===== src/iol_pkg.sv =====
// ----------------------------------------------------------------------------
// iol_pkg: shared types and constants for the indexed ordered list
// Command and status codes, the decoded request format that travels from
// the front end through the queue to the back end, and state encodings.
// ----------------------------------------------------------------------------
`default_nettype none

package iol_pkg;

    localparam int CAPACITY_DEF = 256;
    localparam int QUEUE_DEPTH  = 2;

    localparam int CMD_W = 3;
    localparam int POS_W = 9;
    localparam int VAL_W = 32;
    localparam int ST_W  = 2;
    localparam int LEN_W = 9;

    localparam logic [CMD_W-1:0] CMD_INS_HEAD = 3'd0;
    localparam logic [CMD_W-1:0] CMD_INS_TAIL = 3'd1;
    localparam logic [CMD_W-1:0] CMD_INS_POS  = 3'd2;
    localparam logic [CMD_W-1:0] CMD_DELETE   = 3'd3;
    localparam logic [CMD_W-1:0] CMD_READ     = 3'd4;

    localparam logic [ST_W-1:0] STAT_OK    = 2'd0;
    localparam logic [ST_W-1:0] STAT_RANGE = 2'd1;
    localparam logic [ST_W-1:0] STAT_FULL  = 2'd2;

    typedef enum logic [1:0] {
        OP_INSERT,
        OP_DELETE,
        OP_READ,
        OP_BAD
    } op_t;

    // Where an insert lands: the given position, the head or the tail.
    typedef enum logic [1:0] {
        SEL_POS,
        SEL_HEAD,
        SEL_TAIL
    } sel_t;

    typedef struct packed {
        op_t                     op;
        sel_t                    sel;
        logic [POS_W-1:0]        position;
        logic signed [VAL_W-1:0] value;
    } req_t;

    typedef enum logic [2:0] {
        BK_IDLE,
        BK_SHIFT,
        BK_DRAIN,
        BK_PUT,
        BK_RWAIT,
        BK_DONE
    } bk_state_t;

endpackage

`default_nettype wire


===== src/iol_queue.sv =====
// ----------------------------------------------------------------------------
// iol_queue: request queue
// A short first-in first-out queue of decoded requests between the front
// end and the back end.
// ----------------------------------------------------------------------------
`default_nettype none

module iol_queue
    import iol_pkg::*;
(
    input  wire logic aclk,
    input  wire logic aresetn,
    input  wire logic push,
    input  wire req_t push_req,
    output logic      full,
    output logic      out_valid,
    output req_t      out_req,
    input  wire logic pop
);

    localparam int DEPTH = QUEUE_DEPTH;
    localparam int PW    = (DEPTH > 1) ? $clog2(DEPTH) : 1;
    localparam int FW    = $clog2(DEPTH + 1);
    localparam logic [PW-1:0] LAST = PW'(DEPTH - 1);
    localparam logic [FW-1:0] FULL_FILL = FW'(DEPTH);

    req_t            slot_reg [DEPTH];
    logic [PW-1:0]   wr_ptr_reg, wr_ptr_next;
    logic [PW-1:0]   rd_ptr_reg, rd_ptr_next;
    logic [FW-1:0]   fill_reg, fill_next;
    logic            do_push, do_pop;

    assign full      = (fill_reg == FULL_FILL);
    assign out_valid = (fill_reg != '0);
    assign out_req   = slot_reg[rd_ptr_reg];
    assign do_push   = push && !full;
    assign do_pop    = pop && out_valid;

    always_comb begin
        wr_ptr_next = wr_ptr_reg;
        rd_ptr_next = rd_ptr_reg;
        fill_next   = fill_reg;
        if (do_push) begin
            wr_ptr_next = (wr_ptr_reg == LAST) ? '0 : wr_ptr_reg + PW'(1);
        end
        if (do_pop) begin
            rd_ptr_next = (rd_ptr_reg == LAST) ? '0 : rd_ptr_reg + PW'(1);
        end
        if (do_push && !do_pop) begin
            fill_next = fill_reg + FW'(1);
        end else if (do_pop && !do_push) begin
            fill_next = fill_reg - FW'(1);
        end
    end

    always_ff @(posedge aclk) begin
        if (!aresetn) begin
            wr_ptr_reg <= '0;
            rd_ptr_reg <= '0;
            fill_reg   <= '0;
        end else begin
            wr_ptr_reg <= wr_ptr_next;
            rd_ptr_reg <= rd_ptr_next;
            fill_reg   <= fill_next;
        end
    end

    always_ff @(posedge aclk) begin
        if (do_push) begin
            slot_reg[wr_ptr_reg] <= push_req;
        end
    end

endmodule

`default_nettype wire


===== config.mk =====
export PLATFORM = sky130hd
export DESIGN_NAME = iol_queue
export DESIGN_NICKNAME = d
export VERILOG_FILES = /design/src/iol_pkg.sv /design/src/iol_queue.sv
export SDC_FILE = /design/constraint.sdc
export NUM_CORES = 1
export LEC_CHECK = 0
export BUFFER_PORTS_ARGS = -buffer_cell sky130_fd_sc_hd__buf_2
export CORE_ASPECT_RATIO = 0.5
export CORE_UTILIZATION = 51
export CTS_CLUSTER_DIAMETER = 120
export DETAILED_ROUTE_END_ITERATION = 7
export GPL_TIMING_DRIVEN = 0
export PLACE_DENSITY = 0.78
export SETUP_SLACK_MARGIN = 0.05
export SYNTH_ARGS = -nofsm -noshare
export SYNTH_HDL_FRONTEND = slang
export SYNTH_SLANG_ARGS = --single-unit

===== constraint.sdc =====
create_clock -name aclk -period 4.55 [get_ports aclk]
set_input_delay 1.365 -clock aclk [delete_from_list [all_inputs] [get_ports aclk]]
set_output_delay 1.365 -clock aclk [all_outputs]
set_load 0.02 [all_outputs]

==> flow_summary.toml <==
[pwr]
power.density_nw_per_um2 = 589
internal-power_mw = 1.87
p_clk_share_pct = 28.1
p_sw_share_pct = 28.6
seq_power_share_pct = 43.3
pwr-share-comb_pct = 28.6
p_leak_nw = 1.69
switchingPower_mw = 0.749
vdd_drop_max_v = 0.000420

[setup_path]
r2r_end = "slot_reg[0][43]"
required_ps = 3180
worstRegToRegCells = 4
critPathArrivalTime_ps = 1580
crit_path_start_kind = "flop"
r2r-start = "fill_reg[0]"
path_class = "reg -> out"
end_kind = "output port"
rrSetupSlack_ps = 2600
path_max_fanout = 10

[synth]
yosysSeqAreaShare_pct = 80.5
synthTopCellsByArea = "edfxtp_1, mux2_2, dfxtp_1"
avgSynthCellArea_um2 = 21.1
syn-num-nets = 215
synth_top_cell_by_area = "edfxtp_1"
synth_top_area_share_pct = 77.6
synthTopCellsByCount = "edfxtp_1, mux2_2, dfxtp_1"
synth-main-ff-cell = "edfxtp_1"
netlist_area_um2 = 3480
synth_edf_count = 90
yosysWarnings = 0
synth.most_common_cell = "edfxtp_1"
synthCells = 165
synth_cell_type_count = 22
synth-async-reset-ratio_pct = 0
ys_ff_latch = 95

[die]
die_h_um = 60.4
start_util_pct = 55.0
core_area_um2 = 6330
ioPinCount = 96
die_w_um = 119
rows = 20
die_area_um2 = 7180

[hold_path]
holdCritPathClass = "reg -> reg"
worstHoldEndpoint = "fill_reg[1]"
whs_path_depth = 2
worstHoldStart = "fill_reg[1]"

[sta]
min_period_ps = 2950
slew_headroom_pct = 38.1
fin_tns_setup_ps = 0
final_hold_viol_count = 0
max_freq_mhz = 339
worst_pin_slew_ps = 926
maxSlewViolCount = 0
timing.final.ws_setup_ps = 1600
clock_skew_ps = 8.80
fin_crit_sh_pct = 64.7
rsz0062_at_grt = "no"
setup-violations-final = 0

[cts]
clockBufferDepth = 2
cts_htree_levels = 3
cts_tree = "done"
cts_sinks = 95
cts_hold_buf = 0
clkLatencyLatePin_ps = 330
cts_buffers = 9
clockRootBuffer = "clkbuf_16"
post_cts_buffers = 0
cts_resized = 0
clkTransAtPathRegs_ps = 60

[placed_design]
place_area_um2 = 4140
port_buffers = 95
dp_cells = 351
dp_hpwl_um = 3980
pre_cts_ws_ps = 1660
place_congestion = 0.674

[status]
outcome = "complete, no violations"

[final_layout]
layout-drive-gt1-share_pct = 59.5
fillers = 430
largest_reg_flops = 90
diodes = 0
stdcell_area_um2 = 4440
stdcell_count = 367
final_nets = 324
syn_to_final_growth_pct = 27.7

[global_routing]
grt_pass1_vias = 1852
grt_usage_pct = 17.1
grt_max_degree = 27
antenna_found_initial = 0
grt_pass1_wl_um = 8670
grt-ovfl-total = 0

[detailed_routing]
drtIter0Drc = 50
drtPass1Iterations = 4
vias = 1816
wire_per_inst_um = 15.5
vias_per_cell = 4.95
postRouteAntennaNets = 0
routed_wirelength_um = 5700
drc = 0

[flow_run]
drv_cap = 0
-- critical path: stages, from the launching register on --
cell and delay [ps]:
dfxtp_1 300, buf_2 210, buf_4 220, mux2_2 360, buf_2 160
-- power groups by stage --
stage	registers (mW)	clock network, mW	logic, mW
final	1.13	0.736	0.748
after global routing	1.14	0.778	0.803
after CTS	1.13	0.750	0.763
after detailed placement	1.15	0	0.758
after global placement	1.15	0	0.709
after floorplan	1.15	0	0.513
-- logic make-up after synthesis --
family | count (synthesis) | share of synthesized area [%]
AO/OA/AOI/OAI | 5 | 0.935
XOR/XNOR | 3 | 0.755
adder cells (fa/ha/maj) | 1 | 0.359
buffers and inverters | 7 | 1.22
flip-flops | 95 | 80.5
multiplexers | 45 | 14.6
AND/OR/NAND/NOR | 9 | 1.65
-- placed cells by master, fill, tap and decap left out, drive strengths merged, types with 2 or more instances in the layout --
master / Yosys / routed
clkbuf: 0 / 15
and2: 3 / 3
buf: 5 / 103
o21ai: 2 / 2
xnor2: 2 / 2
a21boi: 2 / 2
dfxtp: 5 / 5
inv: 2 / 2
mux2: 45 / 45
edfxtp: 90 / 90
-- worst max-delay path by stage --
stage                     startpoint               to  slack, ps
after floorplan                 push   slot_reg[0][0]        880
after global placement          push  slot_reg[0][43]       -100
after detailed placement        push  slot_reg[0][43]       1660
after CTS                       flop       out_req[9]       1560
after global routing            flop      out_req[10]       1510
final                           flop      out_req[15]       1600
-- per-stage QoR --
stage	hold WS, ps	utilization [%]	power [mW]
CTS	554	70.2	2.65
detailed placement	530	65.3	1.91
global route	582	70.2	2.73
floorplan	479	-	1.66
global placement	494	64.2	1.86
finish	564	70.2	2.62
-- cell type report --
type                       instances  area, µm²  share of cell area (%)
inverter                           2       7.51                   0.169
timing repair buffer              98        538                    12.1
clock inverter                     1       8.76                   0.197
sequential                        95       2800                    63.1
clock buffer                      15        299                    6.73
multi-input combinational         63        643                    14.5
buffer                             5       35.0                   0.788
tap                               88        110                    2.48
-- routing by layer --
layer	GRT usage (%)	up-vias	part of all wire [%]	wire length [µm]
met5	0	-	0	0
met4	6.51	0	1.2	67
met3	8.18	8	5.6	320
met2	31.4	46	54	3060
met1	17.7	897	39	2250
li1	-	865	-	-
(Power assumes the default switching activity.)
